File: src/rtl/life_cell_next_state_top_macros.svh
// Assertion macros shared by the Life cell next-state RTL.
// Expects aclk and aresetn in the scope of each use.
`ifndef LIFE_CELL_NEXT_STATE_TOP_MACROS_SVH
`define LIFE_CELL_NEXT_STATE_TOP_MACROS_SVH

// Same-cycle implication, muted during reset.
`define LCNS_ASSERT_NOW(lbl, ante, cons, msg) \
    lbl: assert property (@(posedge aclk) disable iff (!aresetn) (ante) |-> (cons)) \
        else $error(msg);

// Next-cycle implication, muted during reset.
`define LCNS_ASSERT_NEXT(lbl, ante, cons, msg) \
    lbl: assert property (@(posedge aclk) disable iff (!aresetn) (ante) |=> (cons)) \
        else $error(msg);

`endif

File: src/rtl/lcns_pkg.sv
// Package for the Life cell next-state block: widths, codes, command/status types.
// No dependencies.
`timescale 1ns / 1ps

package lcns_pkg;

    localparam int GRID_ROWS_DEF = 128;
    localparam int GRID_COLS_DEF = 128;

    localparam int ROW_W   = 7;
    localparam int COL_W   = 7;
    localparam int FIRST_W = 7;
    localparam int END_W   = 8;

    localparam logic [FIRST_W-1:0] FIRST_RST = 7'd0;
    localparam logic [END_W-1:0]   END_RST   = 8'd128;

    localparam int APB_AW = 3;
    localparam int APB_DW = 32;

    // register select is byte address bit 2
    localparam logic REG_FIRST = 1'b0;
    localparam logic REG_END   = 1'b1;

    localparam logic MODE_WRITE = 1'b0;
    localparam logic MODE_QUERY = 1'b1;

    localparam int STEP_W = 4;
    localparam logic [STEP_W-1:0] STEP_FIRST  = 4'd0;
    localparam logic [STEP_W-1:0] STEP_CENTER = 4'd4;
    localparam logic [STEP_W-1:0] STEP_LAST   = 4'd8;

    localparam int CNT_W = 4;
    localparam logic [CNT_W-1:0] CNT_MAX     = 4'd8;
    localparam logic [CNT_W-1:0] CNT_BIRTH   = 4'd3;
    localparam logic [CNT_W-1:0] CNT_SURVIVE = 4'd2;

    typedef struct packed {
        logic              load;
        logic              clear;
        logic              addr;
        logic              read;
        logic              write;
        logic              emit;
        logic              oob;
        logic [STEP_W-1:0] step;
    } lcns_cmd_t;

    typedef struct packed {
        logic query;
        logic oob;
        logic write_ok;
        logic busy;
        logic out_free;
    } lcns_status_t;

endpackage

File: src/rtl/lcns_ctrl.sv
// Controller FSM: sequences cell writes and the nine-cell neighborhood read.
// Depends on lcns_pkg and the assertion macro header.
`timescale 1ns / 1ps
`include "life_cell_next_state_top_macros.svh"

module lcns_ctrl (
    input  logic                   aclk,
    input  logic                   aresetn,
    input  logic                   s_valid,
    output logic                   s_ready,
    input  lcns_pkg::lcns_status_t status,
    output lcns_pkg::lcns_cmd_t    cmd
);

    typedef enum logic [5:0] {
        ST_IDLE   = 6'b000001,
        ST_DECIDE = 6'b000010,
        ST_WRITE  = 6'b000100,
        ST_READ   = 6'b001000,
        ST_DRAIN  = 6'b010000,
        ST_EMIT   = 6'b100000
    } state_t;

    state_t                      state_reg;
    state_t                      state_next;
    logic [lcns_pkg::STEP_W-1:0] step_reg;
    logic [lcns_pkg::STEP_W-1:0] step_next;
    logic                        oob_reg;
    logic                        oob_next;

    assign s_ready = (state_reg == ST_IDLE);

    always_comb begin
        state_next = state_reg;
        step_next  = step_reg;
        oob_next   = oob_reg;
        cmd        = '0;
        cmd.step   = step_reg;
        case (state_reg)
            ST_IDLE: begin
                if (s_valid) begin
                    cmd.load   = 1'b1;
                    state_next = ST_DECIDE;
                end
            end
            ST_DECIDE: begin
                if (!status.query) begin
                    cmd.addr   = 1'b1;
                    cmd.step   = lcns_pkg::STEP_CENTER;
                    state_next = ST_WRITE;
                end else if (status.oob) begin
                    oob_next   = 1'b1;
                    state_next = ST_EMIT;
                end else begin
                    cmd.clear  = 1'b1;
                    oob_next   = 1'b0;
                    step_next  = lcns_pkg::STEP_FIRST;
                    state_next = ST_READ;
                end
            end
            ST_WRITE: begin
                cmd.write  = status.write_ok;
                state_next = ST_IDLE;
            end
            ST_READ: begin
                cmd.addr = 1'b1;
                cmd.read = 1'b1;
                if (step_reg == lcns_pkg::STEP_LAST) begin
                    state_next = ST_DRAIN;
                end else begin
                    step_next = step_reg + lcns_pkg::STEP_W'(1);
                end
            end
            ST_DRAIN: begin
                if (!status.busy) begin
                    state_next = ST_EMIT;
                end
            end
            ST_EMIT: begin
                if (status.out_free) begin
                    cmd.emit   = 1'b1;
                    cmd.oob    = oob_reg;
                    state_next = ST_IDLE;
                end
            end
            default: begin
                state_next = ST_IDLE;
            end
        endcase
    end

    always_ff @(posedge aclk) begin
        if (!aresetn) begin
            state_reg <= ST_IDLE;
            step_reg  <= lcns_pkg::STEP_FIRST;
            oob_reg   <= 1'b0;
        end else begin
            state_reg <= state_next;
            step_reg  <= step_next;
            oob_reg   <= oob_next;
        end
    end

    `LCNS_ASSERT_NOW(a_emit_drained, state_reg == ST_EMIT, !status.busy,
        "result emitted with reads in flight")
    `LCNS_ASSERT_NEXT(a_read_ends, (state_reg == ST_READ) && (step_reg == lcns_pkg::STEP_LAST),
        state_reg == ST_DRAIN, "read sequence did not end after ninth cell")
    `LCNS_ASSERT_NOW(a_idle_quiet, s_ready, !status.busy,
        "request taken while reads in flight")

endmodule

File: config.mk
export PLATFORM = sky130hd
export DESIGN_NAME = lcns_ctrl
export DESIGN_NICKNAME = d
export VERILOG_FILES = /design/src/rtl/lcns_pkg.sv /design/src/rtl/lcns_ctrl.sv
export VERILOG_INCLUDE_DIRS = /design/src /design/src/rtl
export SDC_FILE = /design/constraint.sdc
export NUM_CORES = 1
export LEC_CHECK = 0
export BUFFER_PORTS_ARGS = -buffer_cell sky130_fd_sc_hd__buf_2
export CORE_MARGIN = 1.5
export CORE_UTILIZATION = 49
export DETAILED_ROUTE_END_ITERATION = 8
export PLACE_DENSITY = 0.76
export SETUP_SLACK_MARGIN = 0.02
export SYNTH_ARGS = -nofsm -noshare
export SYNTH_HDL_FRONTEND = slang
export SYNTH_SLANG_ARGS = --single-unit
File: constraint.sdc
create_clock -name aclk -period 1.8 [get_ports aclk]
set_input_delay 0.36 -clock aclk [delete_from_list [all_inputs] [get_ports aclk]]
set_output_delay 0.36 -clock aclk [all_outputs]
set_load 0.01 [all_outputs]
## Word-level counts from Yosys, hierarchy flattened

Cells that the tools add are included.

| storage, ports and cells | value |
|---|---|
| register bits | 11 |
| output and inout port bits | 12 |
| logic and storage cells | 47 |

| operators by class | value |
|---|---|
| reductions and logical operators | 4 |
| mux-type cells | 25 |
| $add $sub $neg | 1 |
| equality and inequality tests | 14 |

Operators by type and width:

| kind | number |
|---|---|
| $mux W6 | 6 |
| $pmux W6 S5 | 1 |
| $mux W4 | 5 |
| $ne A2 B2 Y1 const B | 7 |
| $mux W1 | 9 |
| $pmux W4 S2 | 1 |
| $reduce_and A4 Y1 | 2 |
| $eq A6 B1 Y1 const B | 1 |
| $eq A6 B2 Y1 const B | 1 |
| $eq A6 B3 Y1 const B | 1 |
| $eq A6 B4 Y1 const B | 1 |
| $eq A6 B5 Y1 const B | 1 |
| $eq A6 B6 Y1 const B | 1 |
| $add A4 B1 Y4 const B | 1 |
| $eq A4 B4 Y1 const B | 1 |
| $mux W2 | 2 |
| $pmux W1 S2 | 1 |
| $reduce_and A2 Y1 | 1 |
| $reduce_bool A2 Y1 | 1 |

## Logic depth before layout (Yosys ltp)

Gate-level depths: netlist (run 1).

| logic depth | value |
|---|---|
| depth after elaboration | 3 |
| depth in mapped cells | 6 |
| depth with buffers taken out | 6 |

## Worst setup path before layout (run 1)

OpenSTA, ideal clock, no wires.

| timing | value |
|---|---|
| path type | reg2out |
| from | register state_reg[4] |
| to | output cmd[10] (netlist name) |
| data required time | 1.440 ns |
| buffers on the path | 0 |
| data arrival time | 1.210 ns |
| stages on the path, launching flop included | 5 |
| path slack | 0.230 ns |
| cells stage by stage | dfxtp_1 > nor4_1 > nand3b_1 > inv_1 > and2_1 |

RTL lines:

| what | line | RTL |
|---|---|---|
| from (decl) | lcns_ctrl.sv:24 | `state_t state_reg;` |
| from (signal assigned) | lcns_ctrl.sv:98 | `state_reg <= state_next;` |
| to (decl) | lcns_ctrl.sv:12 | `output lcns_pkg::lcns_cmd_t cmd` |

==> impl_metrics.tcl, run 1 <==
set metrics [dict create \
    route.detailed.drc 0 \
    grt_pass1_vias 622 \
    cellLeakagePower_nw 0.440 \
    fin_tns_setup_ns -0.0887 \
    fin_crit_sh_pct 102 \
    min_path_type "input pin to register" \
    max_freq_mhz 543 \
    tritoncts "done" \
    cp.arrival_ns 1.48 \
    maxSlewViolCount 0 \
    cp_cell_sequence "nor4_4 -> nand2_2 -> nor2_4 -> or2_2 -> buf_2" \
    endpoint_kind "output port" \
    ys_warn_count 0 \
    dr.pass1.iters 4 \
    failed_checks "negative setup slack" \
    final.setup_skew_ns 0.00538 \
    overflow 0 \
    cts_max_path_buffers 2 \
    relSlewSlack_pct 83.0 \
    avgViaCountPerCell 5.66 \
    wirelength_um 1770 \
    crit_type "register to output port" \
    area_delta_synth_final_pct 43.2 \
    crit_fanout 5 \
    finalHoldViolCount 0 \
    die_h_um 40.6 \
    rsz0062_at_grt "yes" \
    final_cells 128 \
    outcome "finished, violations left" \
    start_kind "register" \
    worst_path_max_delay_cell "dfxtp_4" \
    yosysUniqueCellTypes 34 \
    critPathMaxStageDelay_ns 0.37 \
    core_area_um2 1320 \
    ys_ff_latch 11 \
    fin_area_um2 995 \
    drt-initial-drc-count 19 \
    finish.utilization_pct 75.5 \
    nets 124 \
    wl_per_cell_um 13.8 \
    postRouteAntennaNets 0 \
    initial_core_util_pct 52.7 \
    grt_pass1_wl_um 2720 \
    vias 724 \
    setup_viol_count_final 4 \
    grt_use_total_pct 26.3 \
    total_power_uw 882 \
    worstMarginPinSlew_ns 0.254 \
    num_rows 13 \
    htreeDepth 1 \
    critPathTopFamily "simple AND/OR/NAND/NOR gates" \
    synth_seq_area_share_pct 31.7 \
    dieArea_um2 1650 \
    path_clk_slew_ns 0.07 \
    drive_gt1_share_pct 48.7 \
    drv_cap 0 \
    irDropWorstVdd_mv 0.923 \
    diodes 0 \
    dp_slack_ns 0.0559 \
    grt_max_degree 8 \
    cts.sinks 11 \
    clkLatencyLatePin_ns 0.28 \
    dpl.hpwl_um 1140 \
    worst_slack_ns -0.0414 \
    holdWs_ns 0.334 \
    p_per_area_nw_per_um2 887 \
    period_minus_slack_ns 1.84 \
    root_buffer "clkbuf_4" \
    dpl_cell_area_um2 823 \
    synth_area_um2 694 \
    place_inst 115 \
    ioPinCount 20 \
    rrSetupSlack_ns 0.17 \
    place_congestion 0.890 \
    numCtsBuffers 3 \
    largest_reg_flops 6 \
    syn_area_per_cell_um2 8.90 \
    crit_required_ns 1.44 \
    antenna_found_initial 0 \
    synth_nets 88 \
    synth_cells 78 \
    die_x_um 40.6 \
    path_buf_inv 1 \
    io_buffers 19 \
]
-- worst paths after layout --
path / endpoint / depth (start not counted) / from
setup / recovery: cmd[2] / 5 / state_reg[5]
hold / removal: state_reg[2] / 2 / status[4]
setup reg to reg: state_reg[2] / 7 / state_reg[4]
hold reg to reg: oob_reg / 2 / oob_reg
-- layer usage --
layer | part of all wire [%] | global-route usage [%] | vias up | wire length [µm]
met5 | 0 | 0 | - | 0
met4 | 1.4 | 10.0 | 0 | 24
met3 | 5.2 | 9.78 | 7 | 92
met2 | 50 | 42.1 | 22 | 883
met1 | 44 | 31.8 | 336 | 771
li1 | - | - | 359 | -
-- power by group --
group	switching, mW	total [mW]	internal, mW	leakage, nW
sequential	0.0408	0.309	0.268	0.0922
clock	0.0849	0.171	0.0861	0.0150
combinational	0.176	0.402	0.226	0.333
-- logic make-up (layout without fill, tap and decap cells) --
family,Yosys count,after routing,synth area share [%]
AND/OR/NAND/NOR,43,43,40.0
AO/OA/AOI/OAI,13,13,16.0
flip-flops,11,11,31.7
buffers and inverters,7,42,5.95
adder cells (fa/ha/maj),2,2,3.60
XOR/XNOR,1,1,1.26
multiplexers,1,1,1.44
-- layout by cell type, fill, tap and decap left out, drive strengths merged --
master and n:
buf 33, or3 1, and4b 1, a311oi 1, nor2 4, nand4 1, or2 2, o2111ai 2
ha 2, nor3 2, and3 1, a31oi 1, o211ai 2, dfxtp 11, nand3b 5, and3b 1
nand4b 2, nor2b 3, mux2i 1, o21ai 2, nand3 8, and2 3, and2b 1, xor2 1
inv 5, nor4 3, nand2 5, clkbuf 4, a21oi 4, a41oi 1
-- repair_timing --
action / 4_1_cts / 5_1_grt
resized for setup: 9 / 12
setup buffers: 7 / 3
setup endpoints to repair: 11 / 17
hold buffers: 0 / 0
pin swaps: 7 / 6
endpoints found under the hold margin: 0 / 0
-- worst register-to-register path, stage by stage, from the launching register on --
cell and delay, ns:
dfxtp_2 0.38, nor4_4 0.30, nand3b_1 0.14, buf_4 0.15
buf_4 0.12, buf_4 0.14, o2111ai_2 0.22, nor3_1 0.07
-- cell type report --
cell class | instances | area [µm²]
clock buffers | 4 | 26.3
fillers | 102 | 323
inverters | 5 | 18.8
multi-input cells | 60 | 483
flip-flops and latches | 11 | 235
well taps | 15 | 18.8
repair buffers | 33 | 213
-- cells in the mapped netlist, drive strengths merged --
cell type | instances | area (µm²)
a21oi | 4 | 20.0
mux2i | 1 | 10.0
and2 | 3 | 21.3
and3b | 1 | 8.76
nand3b | 5 | 37.5
o21ai | 2 | 10.0
nand3 | 8 | 40.0
o2111ai | 2 | 17.5
o211ai | 2 | 15.0
ha | 2 | 25.0
nand4b | 2 | 17.5
nor3 | 2 | 10.0
a311oi | 1 | 15.0
nand2 | 5 | 18.8
nor4 | 3 | 40.0
nor2b | 3 | 18.8
nor2 | 4 | 15.0
dfxtp | 11 | 220
and4b | 1 | 10.0
a31oi | 1 | 6.26
xor2 | 1 | 8.76
or3 | 1 | 6.26
buf | 2 | 22.5
or2 | 2 | 12.5
inv | 5 | 18.8
a41oi | 1 | 27.5
and3 | 1 | 6.26
nand4 | 1 | 6.26
and2b | 1 | 8.76
Note: power is estimated with default switching activity, not from simulation.
==> run 2: changes to the inputs <==
==> constraint.sdc (replaced) <==
create_clock -name aclk -period 1.8 [get_ports aclk]
set_input_delay 0.27 -clock aclk [delete_from_list [all_inputs] [get_ports aclk]]
set_output_delay 0.27 -clock aclk [all_outputs]
set_load 0.01 [all_outputs]
==> impl_metrics.tcl, run 2 (synthesis results as in run 1) <==
set metrics [dict create \
    crit_fanout 6 \
    dr.pass1.iters 4 \
    power.internal_uw 508 \
    initial_core_util_pct 52.7 \
    worst_slack_ns 0.0644 \
    postRouteAntennaNets 0 \
    p_per_area_nw_per_um2 862 \
    root_buffer "clkbuf_4" \
    relSlewSlack_pct 73.9 \
    seq_area_um2 229 \
    dieArea_um2 1650 \
    rsz0062_at_grt "yes" \
    numCtsBuffers 3 \
    final.setup_skew_ns 0.00244 \
    grt_pass1_wl_um 2780 \
    max_freq_mhz 576 \
    holdBufCountCts 0 \
    drv_cap 0 \
    die_x_um 40.6 \
    dp_slack_ns 0.143 \
    dpl.hpwl_um 1230 \
    final_cell_mix "19 x buf_2, 8 x nand3_1, 8 x buf_4" \
    crit_type "register to output port" \
    outcome "complete, no violations" \
    io_buffers 19 \
    wirelength_um 1720 \
    cts.sinks 11 \
    switchingPower_uw 278 \
    endpoint_kind "output port" \
    area_delta_synth_final_pct 31.4 \
    total_power_uw 786 \
    maxSlewViolCount 0 \
    fin_crit_sh_pct 96.4 \
    pwr-share-comb_pct 37.3 \
    finalHoldViolCount 0 \
    min_path_type "input pin to register" \
    tritoncts "done" \
    fin_tns_setup_ns 0 \
    num_rows 13 \
    drive_gt1_share_pct 41.1 \
    clkLatencyLatePin_ns 0.28 \
    antenna_found_initial 0 \
    multiInputGateArea_um2 464 \
    start_kind "register" \
    htreeDepth 1 \
    overflow 0 \
    route.detailed.drc 0 \
    place_congestion 0.840 \
    nets 118 \
    final_common_cell "buf_2" \
    cts_max_path_buffers 2 \
    largest_reg_flops 6 \
    setup_viol_count_final 0 \
    pwr-share-seq_pct 40.1 \
    vias 712 \
    grt_max_degree 9 \
    cp.arrival_ns 1.47 \
    wl_per_cell_um 14.1 \
    clock_power_share_pct 22.6 \
    irDropWorstVdd_mv 0.649 \
    n_fill_cell 113 \
    grt_pass1_vias 597 \
    drt-initial-drc-count 21 \
    grt_use_total_pct 26.2 \
    worstMarginPinSlew_ns 0.392 \
    switching_share_pct 35.4 \
    path_clk_slew_ns 0.07 \
    avgViaCountPerCell 5.84 \
    cellLeakagePower_nw 0.404 \
    period_minus_slack_ns 1.74 \
    ioPinCount 20 \
    diodes 0 \
    die_h_um 40.6 \
    core_area_um2 1320 \
    crit_required_ns 1.53 \
]
==> run 2: cell types whose count changed in the layout (fill, tap and decap cells not counted), sizes merged <==
cell	delta
buf	-6
==> run 2: final timing paths <==
path,cells past startpoint,endpoint,start,slack [ns]
max reg2reg,5,state_reg[2],state_reg[3],0.24
min reg2reg,2,oob_reg,oob_reg,0.46
min,2,state_reg[0],aresetn,0.24
max,5,cmd[2],state_reg[3],0.06
==> run 2: final cells by class <==
cell class                 count  share of cell area [%]
tap                           15                    2.06
clock buffer                   4                    2.88
timing repair buffer          27                    17.0
multi-input combinational     60                    50.9
inverter                       5                    2.06
sequential                    11                    25.1
==> run 2: stage by stage <==
step,std cells,instance area [µm²],util [%],hold slack (ns)
finish,122,912,69.2,0.236
global route,122,912,69.2,0.249
CTS,120,873,66.3,0.233
detailed placement,113,808,61.3,0.446
global placement,113,808,61.3,0.442
floorplan,78,694,-,0.349
==> run 2: power groups by stage <==
stage	combinational [mW]	clock, mW	sequential [mW]
after floorplan	0.154	0	0.299
after global placement	0.247	0	0.307
after detailed placement	0.250	0	0.308
after CTS	0.284	0.179	0.304
after global routing	0.326	0.192	0.319
final	0.293	0.178	0.315
==> run 2: worst max-delay path, stage by stage (launching register included) <==
cell and delay (ns):
dfxtp_4 0.38, nor4_4 0.29, nand2_1 0.14, nor2_4 0.14, or2_2 0.12, buf_2 0.12
==> run 2: routing by layer <==
metal,GRT usage (%),vias up,part of all wire [%],wire (µm)
met3,4.89,4,4.5,78
met4,15.8,0,1.4,24
met1,33.9,347,47,809
met2,40.1,18,47,806
met5,0,-,0,0
li1,-,343,-,-
==> run 2: what timing repair did <==
item | CTS | global route
resized for setup | 5 | 6
pin swaps | 1 | 3
setup buffers | 3 | 2
endpoints found under the setup margin | 9 | 9
==> run 3: changes to the inputs <==
- BUFFER_PORTS_ARGS: -buffer_cell sky130_fd_sc_hd__buf_2 -> -buffer_cell sky130_fd_sc_hd__clkbuf_2
==> impl_metrics.tcl, run 3 (synthesis results as in run 1) <==
set metrics [dict create \
    outcome "complete, no violations" \
    postRouteAntennaNets 0 \
    worst_slack_ns 0.0510 \
    holdBufCountCts 0 \
    start_kind "register" \
    route.detailed.drc 0 \
    avgViaCountPerCell 5.82 \
    drt-initial-drc-count 19 \
    dpl_cell_area_um2 808 \
    cp.arrival_ns 1.48 \
    finish.utilization_pct 73.3 \
    setup_viol_count_final 0 \
    final_common_cell "buf_4" \
    final_cell_mix "11 x buf_4, 10 x clkbuf_2, 8 x nand3_1" \
    grt_use_total_pct 23.6 \
    grt_max_degree 9 \
    irDropWorstVdd_mv 0.664 \
    drv_cap 0 \
    rsz0062_at_grt "yes" \
    relSlewSlack_pct 76.8 \
    numCtsBuffers 3 \
    die_x_um 40.6 \
    fin_crit_sh_pct 97.2 \
    endpoint_kind "output port" \
    io_buffers 19 \
    fin_area_um2 966 \
    ioPinCount 20 \
    clkLatencyLatePin_ns 0.28 \
    num_rows 13 \
    nets 121 \
    finalHoldViolCount 0 \
    crit_required_ns 1.53 \
    wirelength_um 1730 \
    dpl.hpwl_um 1260 \
    worstMarginPinSlew_ns 0.348 \
    maxSlewViolCount 0 \
    period_minus_slack_ns 1.75 \
    final.setup_skew_ns 0.00900 \
    overflow 0 \
    initial_core_util_pct 52.7 \
    vias 727 \
    antenna_found_initial 0 \
    drive_gt1_share_pct 46.4 \
    holdWs_ns 0.247 \
    dr.pass1.iters 5 \
    crit_fanout 6 \
    die_h_um 40.6 \
    cellLeakagePower_nw 0.422 \
    dieArea_um2 1650 \
    total_power_uw 834 \
    area_delta_synth_final_pct 39.1 \
    max_freq_mhz 572 \
    root_buffer "clkbuf_4" \
    htreeDepth 1 \
    cts_max_path_buffers 2 \
    place_congestion 0.843 \
    min_path_type "input pin to register" \
    path_clk_slew_ns 0.08 \
    tritoncts "done" \
    grt_pass1_wl_um 2560 \
    cts.sinks 11 \
    dp_slack_ns 0.0782 \
    largest_reg_flops 6 \
    diodes 0 \
    grt_pass1_vias 568 \
    core_area_um2 1320 \
    wl_per_cell_um 13.8 \
    n_fill_cell 103 \
    crit_type "register to output port" \
    p_per_area_nw_per_um2 863 \
]
## run 3: worst paths after layout
kind	startpoint	cells after the start	slack [ns]	endpoint
hold / removal	s_valid	2	0.25	state_reg[0]
hold reg to reg	oob_reg	2	0.47	oob_reg
setup reg to reg	state_reg[3]	7	0.13	state_reg[2]
setup / recovery	state_reg[3]	5	0.05	cmd[8]
## run 3: metal layers
metal,track usage [%],share of wire (%)
met5,0,0
met4,6.67,1.1
met3,4.89,5.1
met2,36.9,48
met1,32.5,46
## run 3: power breakdown
part	switching (mW)	internal [mW]	leakage, nW
registers	0.0483	0.263	0.0921
clock network	0.0919	0.0860	0.0150
logic	0.151	0.193	0.315
## run 3: final cells by class
class	count	area (µm²)	area share (%)
clock buffer	4	26.3	2.72
inverter	5	18.8	1.94
multi-input combinational	60	477	49.4
sequential	11	235	24.4
tap	15	18.8	1.94
timing repair buffer	30	190	19.7
## run 3: metrics by stage
step,TNS [ns],instances
6_report,0,125
4_1_cts,-0.0379,119
5_1_grt,-0.153,125
3_3_place_gp,0,113
2_1_floorplan,0,78
3_5_place_dp,0,113
## run 3: critical path, cell delays in order, from the launching register on
cell and delay [ns]:
dfxtp_4 0.37, nor4_4 0.31, nand2_2 0.11, nor2_4 0.17
or2_1 0.12, buf_2 0.12
## run 3: what timing repair did
item	4_1_cts	5_1_grt
pin swaps	3	11
buffers inserted	2	6
setup endpoints to repair	10	10
gates resized for setup	7	22
